<file path="src/design/bbc_pkg.sv">
// Shared types and constants for the bracket balance checker.
`timescale 1ns / 1ps

package bbc_pkg;

  localparam int STACK_DEPTH_DEF = 256;
  localparam int POS_WIDTH_DEF   = 16;
  localparam int OUT_POS_WIDTH   = 16;

  localparam logic [7:0] CH_NEWLINE = 8'h0A;
  localparam logic [7:0] CH_OPEN    = 8'h5B;
  localparam logic [7:0] CH_CLOSE   = 8'h5D;

  typedef enum logic [1:0] {
    ST_OK         = 2'd0,
    ST_MISS_LEFT  = 2'd1,
    ST_MISS_RIGHT = 2'd2,
    ST_OVERFLOW   = 2'd3
  } status_t;

  typedef struct packed {
    logic [7:0] ch;
    logic       last;
  } item_t;

  typedef struct packed {
    status_t                    status;
    logic [OUT_POS_WIDTH-1:0]   line;
    logic [OUT_POS_WIDTH-1:0]   column;
  } result_t;

  typedef struct packed {
    logic push;
    logic pop;
  } stack_cmd_t;

endpackage

</file>
<file path="src/design/bbc_cell.sv">
// One stack cell: holds an entry and shifts toward its neighbors on push or pop.
`timescale 1ns / 1ps

module bbc_cell #(
  parameter int ENTRY_WIDTH = 2 * bbc_pkg::POS_WIDTH_DEF
) (
  input  logic                   clk,
  input  bbc_pkg::stack_cmd_t    cmd,
  input  logic [ENTRY_WIDTH-1:0] above,
  input  logic [ENTRY_WIDTH-1:0] below,
  output logic [ENTRY_WIDTH-1:0] entry
);

  // take from the cell above on push, from the cell below on pop, else hold
  always_ff @(posedge clk) begin
    if (cmd.push) begin
      entry <= above;
    end else if (cmd.pop) begin
      entry <= below;
    end
  end

endmodule

</file>
<file path="config.mk">
export PLATFORM = sky130hd
export DESIGN_NAME = bbc_cell
export DESIGN_NICKNAME = d
export VERILOG_FILES = /design/src/design/bbc_pkg.sv /design/src/design/bbc_cell.sv
export SDC_FILE = /design/constraint.sdc
export NUM_CORES = 1
export LEC_CHECK = 0
export BUFFER_PORTS_ARGS = -buffer_cell sky130_fd_sc_hd__buf_2
export CORE_MARGIN = 10
export CORE_UTILIZATION = 41
export CTS_CLUSTER_DIAMETER = 40
export DETAILED_ROUTE_END_ITERATION = 10
export GPL_TIMING_DRIVEN = 0
export HOLD_SLACK_MARGIN = 0.06
export PLACE_DENSITY = 0.89
export SLEW_MARGIN = 0
export SYNTH_ARGS = -nofsm -noshare
export SYNTH_HDL_FRONTEND = slang
export SYNTH_SLANG_ARGS = --single-unit
</file>
<file path="constraint.sdc">
create_clock -name clk -period 2.1 [get_ports clk]
set_clock_uncertainty 0.2 [all_clocks]
set_input_delay 0.21 -clock clk [delete_from_list [all_inputs] [get_ports clk]]
set_output_delay 0.21 -clock clk [all_outputs]
set_load 0.01 [all_outputs]
</file>
==> results.py <==
metrics = {
    "layout": {
        "drive_above_1_share_pct": 58.23,
        "largest_reg_flops": 32,
        "antenna_cells": 0,
        "final_nets": 304,
        "final_area_sq_um": 2768,
        "fin_util_pct": 80.41,
        "top_regs": "entry x32",
        "max_flop_register": "entry",
        "area_delta_synth_final_pct": 83.57,
    },
    "detailed_routing": {
        "dr.pass1.iters": 4,
        "num_vias": 1272,
        "wl_microns": 5307,
        "drtIter0Drc": 96,
        "drt.antenna.violating_nets": 0,
        "wl_per_cell_microns": 18.75,
        "vias_per_cell": 4.495,
        "drcViolationCount": 0,
    },
    "worst_setup_path": {
        "cp-startpoint": "above[8]",
        "cp_num_buf_inv": 3,
        "endpoint_kind": "flop",
        "cpMostUsedCell": "dlygate4sd3_1",
        "path_cells": "dlygate4sd3_1, buf_2, mux2_4, dlygate4sd3_1",
        "cp.depth": 4,
        "arrival_ns": 1.72,
        "max_stage_delay_ns": 0.58,
        "critical_path_peak_fanout": 1,
        "crit_slowest_cell": "dlygate4sd3_1",
        "setup.worst_path.class": "input pin to flop",
        "endpoint": "entry[8]$_DFFE_PP_",
        "cp_top_family": "buffers and inverters",
        "worst_ep_required_time_ns": 1.92,
        "startpoint_type": "input pin",
    },
    "die": {
        "fp.coreArea_sq_um": 3442,
        "dieWidth_microns": 80.64,
        "die-height_microns": 80.64,
        "std_cell_rows": 21,
        "start_util_pct": 43.80,
        "ios": 99,
        "die_area_sq_um": 6503,
    },
    "worst_hold_path": {
        "hold_path_class": "input pin to flop",
    },
    "yosys": {
        "yosysWarnings": 0,
        "syn-cell-area_sq_um": 1508,
        "ys.flop_type": "edfxtp_1",
        "yosysTopAreaCell": "edfxtp_1",
        "synth_enable_flop_cells": 32,
        "syn-num-nets": 136,
        "synth.top_cells.by_count": "edfxtp_1, mux2_4, buf_12, mux2_2",
        "synth_most_common_cell": "edfxtp_1",
        "synth.area.top_cells": "edfxtp_1, mux2_4, buf_12",
        "synth-seq-area-share_pct": 63.73,
        "avgSynthCellArea_sq_um": 21.85,
        "netlist_instances": 69,
        "synth_top_area_share_pct": 63.73,
        "synth_seq_cells": 32,
        "synthDistinctLibCells": 6,
        "postSynth.asyncResetShare_pct": 0,
    },
    "timing": {
        "max_freq_mhz": 526.1,
        "finalSetupViolCount": 0,
        "rsz0062_at_grt": "false",
        "finalHoldViolCount": 0,
        "fin_crit_sh_pct": 90.51,
        "tightest_slew_ns": 1.351,
        "relSlewSlack_pct": 9.950,
        "final.min_clock_period_ns": 1.901,
        "whs_ns": 0.5653,
        "finalMaxSlewViolations": 0,
    },
    "clock_network": {
        "clk_pin_slew_worst_paths_ns": 0.06,
        "root_buffer": "clkbuf_8",
        "cts_tree": "done",
        "clkSinkCount": 32,
        "cts-htree-levels": 2,
        "cts_resized": 0,
        "cts_buffers": 5,
        "ctsHoldBuffers": 64,
        "clockBufferDepth": 2,
        "post_cts_buffers": 0,
    },
    "global_routing": {
        "grt_max_degree": 33,
        "grt_first_pass_wirelength_microns": 7845,
        "grt_antenna_before_repair": 0,
        "track_usage_pct": 16.09,
        "grt-ovfl-total": 0,
        "grt_pass1_vias": 1473,
    },
    "flow_run": {
        "cap_violations": 0,
    },
    "pwr": {
        "leakage_uw": 0.001300,
        "power_uw": 1646,
        "p_per_area_nw_per_um2": 594.9,
        "peakVddDrop_mv": 0.4097,
    },
    "place": {
        "hpwlAfterDp_microns": 3059,
        "port_buffers": 97,
        "gp_congestion": 0.7547,
        "place_area_sq_um": 2051,
    },
    "outcome": {
        "outcome": "complete, no violations",
    },
}
[power breakdown]
part	internal (uW)	total (uW)	switching, uW
logic	266	421	155
clock network	218	420	202
registers	786	806	19.6
[area by class of cell]
type / count / area, sq um
sequential: 32 / 960.9
buffer: 4 / 71.32
multi-input combinational: 33 / 475.5
clock buffer: 5 / 68.82
fill: 207 / 674.4
clock inverter: 2 / 7.507
timing repair buffer: 161 / 1126
tap: 46 / 57.56
[metrics by stage]
stage                     instances  TNS [ns]  setup slack (ns)
after floorplan                  69         0            0.2773
after global placement          212   -0.6276          -0.02025
after detailed placement        212    -1.015          -0.03251
after CTS                       283         0            0.2503
after global routing            283         0            0.1776
final                           283         0            0.1992
[layout by cell type (no fill, tap or decap)]
cell type,instances
mux2_4,29
clkinv_1,2
buf_12,3
mux2_2,3
buf_2,97
or2_1,1
dlygate4sd3_1,64
edfxtp_1,32
buf_6,1
clkbuf_8,5
[worst min path at each step]
stage,startpoint,end,slack (ns),cells past startpoint
after floorplan,above[0],entry[0]$_DFFE_PP_,0.23,1
after global placement,below[18],entry[18]$_DFFE_PP_,0.31,2
after detailed placement,above[18],entry[18]$_DFFE_PP_,0.31,2
after CTS,above[17],entry[17]$_DFFE_PP_,0.56,3
after global routing,above[0],entry[0]$_DFFE_PP_,0.57,3
final,above[17],entry[17]$_DFFE_PP_,0.57,3
[layer usage]
layer | global-route usage (%) | vias up | wire length [microns]
met2 | 29.78 | 79 | 2807
met3 | 6.570 | 5 | 563
met5 | 0 | - | 0
li1 | - | 603 | -
met1 | 16.10 | 585 | 1883
met4 | 4.225 | 0 | 52
[cells by family (layout without fill, tap and decap cells)]
kind of cell | Yosys count | in the layout | synth area share, %
buf+inv | 4 | 172 | 4.730
mux | 32 | 32 | 31.12
simple gates | 1 | 1 | 0.4152
flops | 32 | 32 | 63.73
No activity file was read; power rests on OpenSTA's default activity.
